`config.mk`:
```
export PLATFORM = sky130hd
export DESIGN_NAME = lcd_mode_scanline_timer_top
export DESIGN_NICKNAME = d
export VERILOG_FILES = /design/src/lsct_pkg.sv /design/src/lcd_mode_scanline_timer_top.sv
export SDC_FILE = /design/constraint.sdc
export NUM_CORES = 1
export LEC_CHECK = 0
export ABC_AREA = 1
export BUFFER_PORTS_ARGS = -buffer_cell sky130_fd_sc_hd__clkbuf_2
export CORE_ASPECT_RATIO = 1.2
export CORE_MARGIN = 3
export CORE_UTILIZATION = 58
export CTS_BUF_LIST = sky130_fd_sc_hd__clkbuf_8
export DETAILED_ROUTE_END_ITERATION = 6
export HOLD_SLACK_MARGIN = 0.12
export MAX_ROUTING_LAYER = met4
export PLACE_DENSITY = 0.78
export RECOVER_POWER = 100
export SYNTH_ARGS = -nofsm -noshare
export SYNTH_HDL_FRONTEND = slang
export SYNTH_SLANG_ARGS = --single-unit
export TNS_END_PERCENT = 50
```
`constraint.sdc`:
```
create_clock -name clk -period 12.4 [get_ports clk]
set_input_delay 1.24 -clock clk [delete_from_list [all_inputs] [get_ports clk]]
set_output_delay 1.24 -clock clk [all_outputs]
set_load 0.01 [all_outputs]
```
`src/lsct_pkg.sv`:
```
`timescale 1ns / 1ps
// Shared types and timing constants for the LCD scanline/mode timer.
// No dependencies; used by lcd_mode_scanline_timer_top.
package lsct_pkg;

  localparam int ACCUM_W    = 13;
  localparam int COUNT_W    = 6;
  localparam int LINE_W     = 8;
  localparam int STAT_UP_W  = 5;
  localparam int CFG_IDX_W  = 2;
  localparam int CFG_DATA_W = 8;

  // mode lengths in machine cycles
  localparam logic [ACCUM_W-1:0] LEN_HBLANK   = ACCUM_W'(204);
  localparam logic [ACCUM_W-1:0] LEN_VBLANK   = ACCUM_W'(4560);
  localparam logic [ACCUM_W-1:0] LEN_OAM      = ACCUM_W'(80);
  localparam logic [ACCUM_W-1:0] LEN_TRANSFER = ACCUM_W'(172);

  localparam int LineLen = 456;
  localparam int ACCUM_MAX = (1 << ACCUM_W) - 1;
  // largest quotient accum / LineLen can reach
  localparam int VBL_Q_MAX = ACCUM_MAX / LineLen;
  localparam int VBL_Q_W   = $clog2(VBL_Q_MAX + 1);

  localparam logic [LINE_W-1:0] LINE_VBL_FIRST   = LINE_W'(144);
  localparam logic [LINE_W-1:0] LINE_LAST_ACTIVE = LINE_W'(143);

  typedef enum logic [1:0] {
    MODE_HBLANK   = 2'd0,
    MODE_VBLANK   = 2'd1,
    MODE_OAM      = 2'd2,
    MODE_TRANSFER = 2'd3
  } mode_t;

  typedef enum logic [CFG_IDX_W-1:0] {
    REG_LCD_ENABLE   = 2'd0,
    REG_STAT_UPPER   = 2'd1,
    REG_LINE_COMPARE = 2'd2,
    REG_UNUSED       = 2'd3
  } cfg_reg_t;

  function automatic logic [ACCUM_W-1:0] mode_len(input mode_t m);
    logic [ACCUM_W-1:0] len;
    unique case (m)
      MODE_HBLANK:   len = LEN_HBLANK;
      MODE_VBLANK:   len = LEN_VBLANK;
      MODE_OAM:      len = LEN_OAM;
      MODE_TRANSFER: len = LEN_TRANSFER;
      default:       len = LEN_OAM;
    endcase
    return len;
  endfunction

endpackage

```
`src/lcd_mode_scanline_timer_top.sv`:
```
`timescale 1ns / 1ps
// LCD scanline/mode timer: cycle accumulator, mode sequencer, STAT/vblank requests.
// Depends on lsct_pkg.
//
// Usage:
//  - Item channel (item_valid/item_stall): one beat carries cycle_count, the
//    machine cycles elapsed since the previous beat.
//  - Result channel (result_valid/result_stall): one beat per item with
//    scan_line, lcd_mode, status_byte, stat_irq, vblank_irq, frame_ready.
//  - Config channel (cfg_valid/cfg_ready, cfg_index, cfg_data): index 0 is
//    lcd_enable, 1 stat_upper, 2 line_compare; cfg_ready is always high.
//    Write only while no result is outstanding.
//  - Latency: a result is valid the cycle after its item is accepted.
//  - Throughput: one item per clock while item_stall is low; the timer state and
//    the result register both update in the accepting cycle.
//  - item_stall is high only while the result register is full and the
//    receiver stalls it; the held result does not change meanwhile.
//  - Reset (rst, synchronous): line 0, mode 2, accumulator 0, display enabled,
//    stat_upper and line_compare cleared, result register empty.
module lcd_mode_scanline_timer_top (
  input  logic                             clk,
  input  logic                             rst,
  input  logic                             item_valid,
  output logic                             item_stall,
  input  logic [lsct_pkg::COUNT_W-1:0]     cycle_count,
  output logic                             result_valid,
  input  logic                             result_stall,
  output logic [lsct_pkg::LINE_W-1:0]      scan_line,
  output logic [1:0]                       lcd_mode,
  output logic [7:0]                       status_byte,
  output logic                             stat_irq,
  output logic                             vblank_irq,
  output logic                             frame_ready,
  input  logic                             cfg_valid,
  output logic                             cfg_ready,
  input  logic [lsct_pkg::CFG_IDX_W-1:0]   cfg_index,
  input  logic [lsct_pkg::CFG_DATA_W-1:0]  cfg_data
);

  localparam int AW = lsct_pkg::ACCUM_W;
  localparam int LW = lsct_pkg::LINE_W;
  localparam int QN = lsct_pkg::VBL_Q_MAX;
  localparam int QW = lsct_pkg::VBL_Q_W;

  // config registers
  logic                              lcd_enable;
  logic [lsct_pkg::STAT_UP_W-1:0]    stat_upper;
  logic [LW-1:0]                     line_compare;

  // timer state
  logic [AW-1:0]        accum, accum_next;
  lsct_pkg::mode_t      mode, mode_next;
  logic [LW-1:0]        line, line_next;

  logic                 item_fire;
  logic [AW-1:0]        accum_sum;
  logic [AW-1:0]        len;
  logic [QN-1:0]        vbl_thermo;
  logic [QW-1:0]        vbl_q;
  logic [LW-1:0]        line_mid;
  logic                 stat_req, vbl_req, frame;

  assign cfg_ready  = 1'b1;
  assign item_stall = result_valid & result_stall;
  assign item_fire  = item_valid & ~item_stall;

  always_ff @(posedge clk) begin
    if (rst) begin
      lcd_enable   <= 1'b1;
      stat_upper   <= '0;
      line_compare <= '0;
    end else if (cfg_valid && cfg_ready) begin
      unique case (lsct_pkg::cfg_reg_t'(cfg_index))
        lsct_pkg::REG_LCD_ENABLE:   lcd_enable   <= cfg_data[0];
        lsct_pkg::REG_STAT_UPPER:   stat_upper   <= cfg_data[lsct_pkg::STAT_UP_W-1:0];
        lsct_pkg::REG_LINE_COMPARE: line_compare <= cfg_data[LW-1:0];
        default: ;
      endcase
    end
  end

  // vblank line offset from 144 = accum_sum / 456, as a count of passed line thresholds
  always_comb begin
    for (int k = 0; k < QN; k++) begin
      vbl_thermo[k] = (accum_sum >= AW'((k + 1) * lsct_pkg::LineLen));
    end
    vbl_q = QW'($countones(vbl_thermo));
  end

  always_comb begin
    accum_sum  = AW'(accum + AW'(cycle_count));
    len        = lsct_pkg::mode_len(mode);
    accum_next = accum;
    mode_next  = mode;
    line_next  = line;
    line_mid   = line;
    stat_req   = 1'b0;
    vbl_req    = 1'b0;
    frame      = 1'b0;

    if (lcd_enable) begin
      // STAT select priority: LYC, then mode 2, mode 1, mode 0 (pre-step values)
      if (stat_upper[3])      stat_req = (line == line_compare);
      else if (stat_upper[2]) stat_req = (mode == lsct_pkg::MODE_OAM);
      else if (stat_upper[1]) stat_req = (mode == lsct_pkg::MODE_VBLANK);
      else if (stat_upper[0]) stat_req = (mode == lsct_pkg::MODE_HBLANK);

      if (mode == lsct_pkg::MODE_VBLANK) begin
        line_mid = LW'(lsct_pkg::LINE_VBL_FIRST + LW'(vbl_q));
      end

      accum_next = accum_sum;
      line_next  = line_mid;
      if (accum_sum >= len) begin
        accum_next = AW'(accum_sum - len);
        unique case (mode)
          lsct_pkg::MODE_OAM:      mode_next = lsct_pkg::MODE_TRANSFER;
          lsct_pkg::MODE_TRANSFER: mode_next = lsct_pkg::MODE_HBLANK;
          lsct_pkg::MODE_HBLANK: begin
            if (line_mid == lsct_pkg::LINE_LAST_ACTIVE) begin
              mode_next = lsct_pkg::MODE_VBLANK;
              vbl_req   = 1'b1;
            end else begin
              mode_next = lsct_pkg::MODE_OAM;
              line_next = LW'(line_mid + LW'(1));
            end
          end
          default: begin
            mode_next = lsct_pkg::MODE_OAM;
            line_next = '0;
            frame     = 1'b1;
          end
        endcase
      end
    end
  end

  always_ff @(posedge clk) begin
    if (rst) begin
      accum        <= '0;
      mode         <= lsct_pkg::MODE_OAM;
      line         <= '0;
      result_valid <= 1'b0;
    end else begin
      if (item_fire) begin
        accum        <= accum_next;
        mode         <= mode_next;
        line         <= line_next;
        result_valid <= 1'b1;
      end else if (!result_stall) begin
        result_valid <= 1'b0;
      end
    end
  end

  // result payload
  always_ff @(posedge clk) begin
    if (item_fire) begin
      scan_line   <= line_next;
      lcd_mode    <= mode_next;
      status_byte <= {stat_upper, (line_next == line_compare), mode_next};
      stat_irq    <= stat_req;
      vblank_irq  <= vbl_req;
      frame_ready <= frame;
    end
  end

`ifndef SYNTHESIS
  a_stall_only_when_full: assert property (@(posedge clk) disable iff (rst)
    item_stall |-> result_valid)
    else $error("item_stall raised with empty result register");

  a_vblank_mode: assert property (@(posedge clk) disable iff (rst)
    (result_valid && vblank_irq) |-> (lcd_mode == lsct_pkg::MODE_VBLANK &&
                                      scan_line == lsct_pkg::LINE_LAST_ACTIVE))
    else $error("vblank request without entering mode 1 at last active line");

  a_frame_restart: assert property (@(posedge clk) disable iff (rst)
    (result_valid && frame_ready) |-> (lcd_mode == lsct_pkg::MODE_OAM && scan_line == '0))
    else $error("frame_ready without restart at line 0");

  a_disabled_quiet: assert property (@(posedge clk) disable iff (rst)
    (item_fire && !lcd_enable) |=> (!stat_irq && !vblank_irq && !frame_ready &&
                                    $stable(mode) && $stable(line)))
    else $error("timer advanced while display disabled");
`endif

endmodule
```
==> key figures, run 1 <==
Status
  • Outcome: finished, violations left
  • Failing checks: capacitance limit, slew limit

Timing
  • Fmax: 117 MHz
  • Worst hold margin: between 0.4 and 0.5 ns
  • RSZ-0062 raised after global routing: false
  • Max-slew headroom: -23.9%
  • Final setup violation count: 0
  • Hold Violations, Final: 0
  • Fin crit share: approximately 70%
  • Fin. max-slew vios: 24
  • TNS Setup: 0 ns
  • Layout Skew: 0.00939 ns
  • Worst-Margin Slew: 1.85 ns
  • Final min period: between 8 and 9 ns

Yosys
  • Mean Syn Cell Area: 6.99 sq um
  • Main synth FF type: dfxtp_1
  • Yosys top cell area share: 15.9%
  • FFs w/ async S/R, synth: 0%
  • Number of synthesized flops with an enable pin: 19
  • Post-synth top area cell: dfxtp_1
  • Commonest cells post-synth: nand2_1, inv_1, nor2_1
  • Distinct cells, synth: 50
  • Most used standard cell by instance count after synthesis: nand2_1
  • Synth warnings: 0
  • Sequential area share after synthesis: about 28%
  • Synth Net Count: between 700 and 800
  • Mapped Area: between 4000 and 5000 sq um
  • Post-Syn Instances: ~680
  • Top post-synthesis cells by area: dfxtp_1, edfxtp_1, nand2_1
  • Register bit total from synthesis: 57

CTS
  • Post_cts resized: 0
  • CTS Hold Bufs: 0
  • Clk buf depth: 2
  • Post-CTS setup buffer count: 0
  • CTS sink cnt: 57
  • CTS tree: yes
  • H-tree depth: 3
  • Clock latency on the worst-skew pair: roughly 0.34 ns
  • CTS root buffer: clkbuf_8
  • Clk slew on worst S/H paths: about 0.070 ns
  • Cts bufs inserted: 9

Global route
  • Global-route wire length before repair: slightly above 20,000 microns
  • Total GRT Usage: between 20 and 30%
  • Vias in the first global route: approximately 4,500
  • Largest net degree at the start of global routing: 29
  • Total gr overflow: 0
  • Initial antenna violation count: 0

Route
  • Drt wl/cell: between 15 and 20 microns
  • Final WL: 12,300 microns
  • Wl on met1: between 4000 and 5000 microns
  • Met2 wire length: roughly 6400 microns
  • Vias per cell: approximately 5.7
  • Drt drc: 0
  • Top Metal Used: met4
  • Via count: 4,640
  • Antenna viol nets, final: 0
  • Detailed router's first-iteration violation count: approximately 270
  • Wire length on met3: roughly 640 microns
  • First drt pass iteration count: 5

Floorplanning
  • Chip Height: 105 microns
  • Chip width: slightly below 90 microns
  • Ports: 45
  • Core ar.: between 7000 and 8000 sq um
  • DIE AREA: roughly 9400 sq um
  • Starting density of the core: 60.9%
  • Cell Rows: 35

Pwr
  • Pwr dens: between 200 and 300 nW/um^2
  • Part of the power in combinational logic: 67.9%
  • Seq pwr share: between 20% and 30%
  • Sw Share: 52.8%
  • Pleak: 2.51 nW
  • Peak VDD IR: roughly 0.15 mV
  • Psw: 0.682 mW
  • Pint: ~0.61 mW
  • Clk network pwr share: 11.5%
  • Pwr Total: roughly 1.3 mW

Run
  • Max-cap violations: 1

Setup path
  • Kind of critical path: in2reg
  • CP Data Required Time: around 13 ns
  • Slowest stage delay, CP: ~0.56 ns
  • CP dominant cell by count: nand2_1
  • CP endpoint kind: flip-flop
  • WP data arrival: between 8 and 9 ns
  • CP Launch Type: primary input
  • Worst Path Max Fanout: 7
  • Slowest cell on crit path: xor2_1
  • Worst r2r path cells: 35

Place
  • Area post-placement: 5030 sq um
  • Port Buffers: 43
  • GPL Wtd Cong: between 0.9 and 1
  • Dpl cells: 803
  • Dpl hpwl: 9580 microns

Finish
  • # diodes: 0
  • Nets: about 800
  • Finished Cell Area: 5070 sq um
  • Area Overhead vs Synth: 6.26%
  • Layout fillers: 735
  • Share of layout cells above drive strength 1: approximately 8.8%
  • Post-route insts no fill: just over 800

Hold path
  • Hold depth: 0
  • Worst hold path type: reg2reg
## worst paths after layout
path / start / slack [ns] / end
min reg2reg: stat_upper[2] / 0.42 / status_byte[5]
max reg2reg: accum[0] / 4.56 / status_byte[2]
max: cycle_count[0] / 3.87 / status_byte[2]
min: stat_upper[2] / 0.42 / status_byte[5]
## critical path, delay by kind of cell
family / cells / cell delay (ns)
compound gates: 1 / 0.28
xor+xnor: 1 / 0.56
simple gates: 22 / 2.54
buf+inv: 4 / 0.46
fa+ha+maj: 8 / 3.64
## metrics by stage
stage	setup slack (ns)	utilization, %
6_report	3.87	64.7
5_1_grt	3.37	64.7
4_1_cts	4.20	66.2
3_5_place_dp	3.86	64.1
3_3_place_gp	3.93	64.1
2_1_floorplan	4.73	-
## kinds of logic (layout without fill, tap and decap cells)
| kind of cell | count (synthesis) | after routing | synth area share, % |
|---|---|---|---|
| compound gates | 124 | 124 | 15.2 |
| xor+xnor | 19 | 19 | 3.48 |
| fa+ha+maj | 36 | 36 | 11.5 |
| buf+inv | 132 | 176 | 11.1 |
| flops | 57 | 57 | 27.9 |
| other cells | 1 | 1 | 0.0785 |
| simple gates | 314 | 314 | 30.8 |
## layout make-up
cell class / count / area (sq um) / share of cell area, %
Sequential cell: 57 / 1330 / 26.2
Clock inverter: 7 / 37.5 / 0.740
Clock buffer: 9 / 124 / 2.44
Inverter: 115 / 432 / 8.51
Multi-Input combinational cell: 494 / 2840 / 55.9
Timing Repair Buffer: 45 / 200 / 3.94
Tap cell: 92 / 115 / 2.27
## state kept, by name (all words and copies together), names as in the netlist
signal / flops
vblank_irq: 1
stat_upper: 5
accum: 13
scan_line: 8
lcd_enable: 1
result_valid: 1
frame_ready: 1
status_byte: 7
lcd_mode: 1
line_compare: 8
mode: 2
line: 8
stat_irq: 1
## cell usage in the layout (no fill, tap or decap), drive strengths merged, types with 2 or more instances in the layout
master,instances
nand2,171
inv,114
nor2,68
nand3,54
clkbuf,52
a21oi,44
o21ai,44
dfxtp,38
ha,23
edfxtp,19
xor2,14
fa,13
nor3,10
o211ai,8
a31oi,7
o221ai,7
nand4,6
clkinv,6
xnor2,5
nand3b,3
a211oi,3
o22ai,2
o31ai,2
clkinvlp,2
buf,2
## per-layer routing
metal	vias up	global-route usage, %
met4	0	12.6
met2	173	50.6
met1	2107	30.2
met5	-	-
met3	50	4.53
li1	2310	-
## power groups by stage
stage | clock (mW) | sequential, mW | combinational, mW
after global placement | 0 | 0.268 | 0.893
final | 0.149 | 0.265 | 0.878
after CTS | 0.150 | 0.266 | 0.911
after global routing | 0.159 | 0.270 | 1.01
after detailed placement | 0 | 0.269 | 0.903
after floorplan | 0 | 0.271 | 0.724
(Power assumes the default switching activity.)
==> run 2: changes to the inputs <==
clock period = 7.96 ns   (was 12.4 ns; I/O delays follow)
==> key figures, run 2 (synthesis gave the netlist of run 1 again) <==
Floorplanning
  • Core ar.: a little under 8000 sq um
  • Chip Height: roughly 110 microns
  • Chip width: roughly 89 microns
  • Cell Rows: 35
  • Ports: 45
  • DIE AREA: about 9400 sq um
  • Starting density of the core: 60.9%

Timing
  • Max-slew headroom: -18.7%
  • Worst hold margin: 0.431 ns
  • TNS Setup: 0 ns
  • Worst-Margin Slew: between 1.5 and 2 ns
  • Layout Skew: roughly 0.007 ns
  • Fin worst setup slack: between 0.4 and 0.5 ns
  • Fmax: ~130 MHz
  • RSZ-0062 raised after global routing: false
  • Fin crit share: between 90% and 100%
  • Final setup violation count: 0
  • Final min period: 7.51 ns
  • Hold Violations, Final: 0
  • Fin. max-slew vios: 24

Finish
  • Post-layout util: 66.8%
  • Most frequent cells in the layout: nand2_1, inv_1, nor2_1
  • Area Overhead vs Synth: 9.72%
  • Multi-input gate area: around 2900 sq um
  • Layout fillers: 704
  • Most common cell after layout, fill and taps aside: nand2_1
  • Biggest register: accum
  • Max reg flops: 13
  • Nets: a little under 800
  • Share of layout cells above drive strength 1: 10.9%
  • # diodes: 0
  • Register area: ~1300 sq um
  • Finished Cell Area: 5240 sq um
  • Post-route insts no fill: approximately 830

Pwr
  • Peak VDD IR: 0.250 mV
  • Pint: between 1 and 1.5 mW
  • Pwr dens: 412 nW/um^2
  • Pwr Total: roughly 2.2 mW
  • Clk network pwr share: 14.4%
  • Psw: around 1.1 mW
  • Sw Share: roughly half
  • Part of the power in combinational logic: between 60% and 70%
  • Pleak: 2.59 nW
  • Seq pwr share: 19.2%

CTS
  • Clk buf depth: 2
  • Cts bufs inserted: 9
  • CTS sink cnt: 57
  • Clk slew on worst S/H paths: 0.07 ns
  • CTS Hold Bufs: 0
  • CTS tree: yes
  • Clock latency on the worst-skew pair: ~0.35 ns
  • Post-CTS setup buffer count: 0
  • H-tree depth: 3
  • CTS root buffer: clkbuf_8
  • Post_cts resized: 0

Global route
  • Global-route wire length before repair: ~20,000 microns
  • Largest net degree at the start of global routing: 29
  • Total GRT Usage: around 28%
  • Initial antenna violation count: 0
  • Vias in the first global route: ~4,400
  • Total gr overflow: 0

Route
  • Antenna viol nets, final: 0
  • Drt wl/cell: approximately 15 microns
  • Via count: around 4,700
  • Drt drc: 1
  • Final WL: 12,200 microns
  • Vias per cell: about 5.7
  • Detailed router's first-iteration violation count: roughly 360
  • First drt pass iteration count: 7

Setup path
  • CP endpoint kind: flip-flop
  • CP Launch Type: primary input
  • CP dominant cell by count: nand2_1
  • CP Data Required Time: ~8.2 ns
  • Kind of critical path: in2reg
  • WP data arrival: approximately 7.7 ns
  • Worst Path Max Fanout: 7
  • Slowest stage delay, CP: 0.52 ns
  • Slowest cell on crit path: fa_1

Run
  • Max-cap violations: 1

Place
  • Port Buffers: between 40 and 50
  • Area post-placement: ~5000 sq um
  • Post-Place Setup Slack: ~0.054 ns
  • GPL Wtd Cong: just under 1
  • Dpl hpwl: about 9400 microns
  • Dpl cells: 809

Hold path
  • Worst hold path type: reg2reg

Status
  • Outcome: finished, violations left
  • Failing checks: DRC, capacitance limit, slew limit
==> run 2: cell types whose count changed in the layout (fill, tap and decap cells not counted), sizes merged <==
cell      change
buf           +6
clkinv        -4
bufinv        +2
clkbuf        +1
clkinvlp      +1
==> run 2: final timing paths <==
check             slack (ns)        endpoint  cells past startpoint           start
setup / recovery        0.45  status_byte[2]                     33  cycle_count[0]
hold / removal          0.43  status_byte[7]                      0   stat_upper[4]
setup reg to reg        0.68  status_byte[2]                     32        accum[0]
hold reg to reg         0.43  status_byte[7]                      0   stat_upper[4]
==> run 2: area by class of cell <==
type,instances,share of cell area [%]
clock buffer,10,2.63
multi-input combinational,494,55.1
clock inverter,6,1.74
timing repair buffer,51,4.68
tap,92,2.20
inverter,115,8.24
sequential,57,25.4
==> run 2: power groups by stage <==
| stage | combinational (mW) | sequential (mW) | clock, mW |
|---|---|---|---|
| after CTS | 1.46 | 0.414 | 0.317 |
| after detailed placement | 1.45 | 0.419 | 0 |
| final | 1.43 | 0.415 | 0.312 |
| after global routing | 1.61 | 0.422 | 0.330 |
| after floorplan | 1.13 | 0.422 | 0 |
| after global placement | 1.42 | 0.418 | 0 |
==> run 2: worst max-delay path: cells and delay by family <==
kind,cells,cell delay [ns]
xor gates and xnor gates,1,0.35
buffers and inverters,3,0.29
and+or+nand+nor,17,1.84
AOI/OAI and AO/OA,3,0.61
adders and majority gates,9,3.81
==> run 2: per-layer routing <==
metal	GRT usage [%]	vias to the layer above	wire length, microns
li1	-	2321	-
met1	30.2	2145	4820
met2	48.2	166	6350
met3	4.22	32	587
met4	12.4	0	446
met5	-	-	0
==> run 3: changes to the inputs <==
CTS_CLUSTER_SIZE = 25   (was not set)
REMOVE_ABC_BUFFERS = 1   (was not set)
TNS_END_PERCENT = not set   (was 50)
==> key figures, run 3 (synthesis gave the netlist of run 1 again) <==
Setup path
  • Slowest stage delay, CP: 0.52 ns
  • Kind of critical path: in2reg
  • CP Data Required Time: between 8 and 9 ns
  • CP dominant cell by count: nand2_1
  • Worst Path Max Fanout: 6
  • CP Launch Type: primary input
  • Slowest cell on crit path: fa_1
  • Reg2Reg Setup Slack: 0.76 ns
  • CP endpoint kind: flip-flop
  • WP data arrival: ~7.6 ns

Place
  • GPL Wtd Cong: approximately 0.96
  • Port Buffers: 43
  • Dpl hpwl: 9490 microns
  • Post-Place Setup Slack: between 0.1 and 0.15 ns
  • Dpl cells: ~810
  • Area post-placement: about 5100 sq um

Finish
  • Register area: 1330 sq um
  • Nets: between 700 and 800
  • # diodes: 0
  • Finished Cell Area: between 5000 and 6000 sq um
  • Share of layout cells above drive strength 1: 10.9%
  • Most common cell after layout, fill and taps aside: nand2_1
  • Multi-input gate area: approximately 2900 sq um
  • Max reg flops: 13
  • Biggest register: accum
  • Post-route insts no fill: 823
  • Layout fillers: about 700
  • Area Overhead vs Synth: 8.62%
  • Most frequent cells in the layout: nand2_1, inv_1, nor2_1

Floorplanning
  • Cell Rows: 35
  • Core ar.: a little under 8000 sq um
  • Chip width: between 80 and 90 microns
  • Ports: between 40 and 50
  • Chip Height: ~110 microns
  • DIE AREA: 9360 sq um
  • Starting density of the core: slightly above 60%

CTS
  • Clk slew on worst S/H paths: approximately 0.090 ns
  • Post-CTS setup buffer count: 0
  • CTS root buffer: clkbuf_8
  • CTS sink cnt: 57
  • Clk buf depth: 2
  • Cts bufs inserted: 9
  • CTS tree: yes
  • Clock latency on the worst-skew pair: ~0.36 ns
  • H-tree depth: 3

Timing
  • TNS Setup: 0 ns
  • RSZ-0062 raised after global routing: false
  • Layout Skew: roughly 0.012 ns
  • Worst-Margin Slew: 1.24 ns
  • Fmax: approximately 140 MHz
  • Hold Violations, Final: 0
  • Fin. max-slew vios: 0
  • Worst hold margin: roughly 0.43 ns
  • Final setup violation count: 0
  • Fin worst setup slack: 0.567 ns
  • Max-slew headroom: 17.0%
  • Fin crit share: approximately 93%
  • Final min period: 7.39 ns

Global route
  • Total GRT Usage: between 20% and 30%
  • Initial antenna violation count: 0
  • Total gr overflow: 0
  • Global-route wire length before repair: around 21,000 microns
  • Vias in the first global route: roughly 4,700
  • Largest net degree at the start of global routing: 29

Status
  • Outcome: completed

Route
  • Vias per cell: ~5.8
  • Antenna viol nets, final: 0
  • Drt drc: 0
  • Via count: 4,763
  • First drt pass iteration count: 6
  • Drt wl/cell: around 15 microns
  • Final WL: 12,700 microns
  • Detailed router's first-iteration violation count: roughly 340

Pwr
  • Peak VDD IR: between 0.2 and 0.25 mV
  • Pwr dens: between 400 and 500 nW/um^2
  • Pleak: around 2.6 nW

Run
  • Max-cap violations: 0

Hold path
  • Worst hold path type: reg2reg
==> run 3: repair_timing <==
action / CTS / global route
gates resized for setup: 0 / 1
hold endpoints to repair: 0 / 0
setup endpoints to repair: 0 / 1
hold buffers: 0 / 0
==> run 3: routing by layer <==
| layer | GRT usage (%) | up-vias | part of all wire [%] |
|---|---|---|---|
| met4 | 15.3 | 0 | 4.4 |
| met5 | - | - | 0 |
| met1 | 32.1 | 2179 | 39 |
| met2 | 48.9 | 219 | 51 |
| met3 | 4.85 | 58 | 5.7 |
| li1 | - | 2307 | - |
==> run 3: final timing paths <==
check                       from              to  cells past startpoint
setup / recovery  cycle_count[2]  status_byte[2]                     35
hold / removal     stat_upper[4]  status_byte[7]                      0
setup reg to reg        accum[2]  status_byte[2]                     34
hold reg to reg    stat_upper[4]  status_byte[7]                      0
==> run 3: critical path, delay by kind of cell <==
kind            cells  cell delay (ns)
fa+ha+maj           8             3.45
simple gates       20             2.13
buf+inv             4             0.48
xor+xnor            1             0.46
compound gates      2             0.30
==> run 3: area by class of cell <==
cell class / instances / area share [%]
Clock inverter: 7 / 1.21
Multi-Input combinational cell: 494 / 55.8
Tap cell: 92 / 2.22
Clock buffer: 9 / 2.39
Inverter: 115 / 8.32
Sequential cell: 57 / 25.7
Timing Repair Buffer: 49 / 4.37
==> run 3: power breakdown <==
group / leakage, nW / internal, mW / switching, mW / total (mW)
logic: 1.97 / 0.494 / 0.931 / 1.43
clock network: 0.0923 / 0.119 / 0.147 / 0.266
registers: 0.503 / 0.373 / 0.0434 / 0.416
==> run 3: through the flow <==
stage	utilization (%)	power (mW)
global route	66.2	2.30
finish	66.2	2.11
detailed placement	64.5	1.83
global placement	64.5	1.80
floorplan	-	1.51
CTS	66.9	2.11
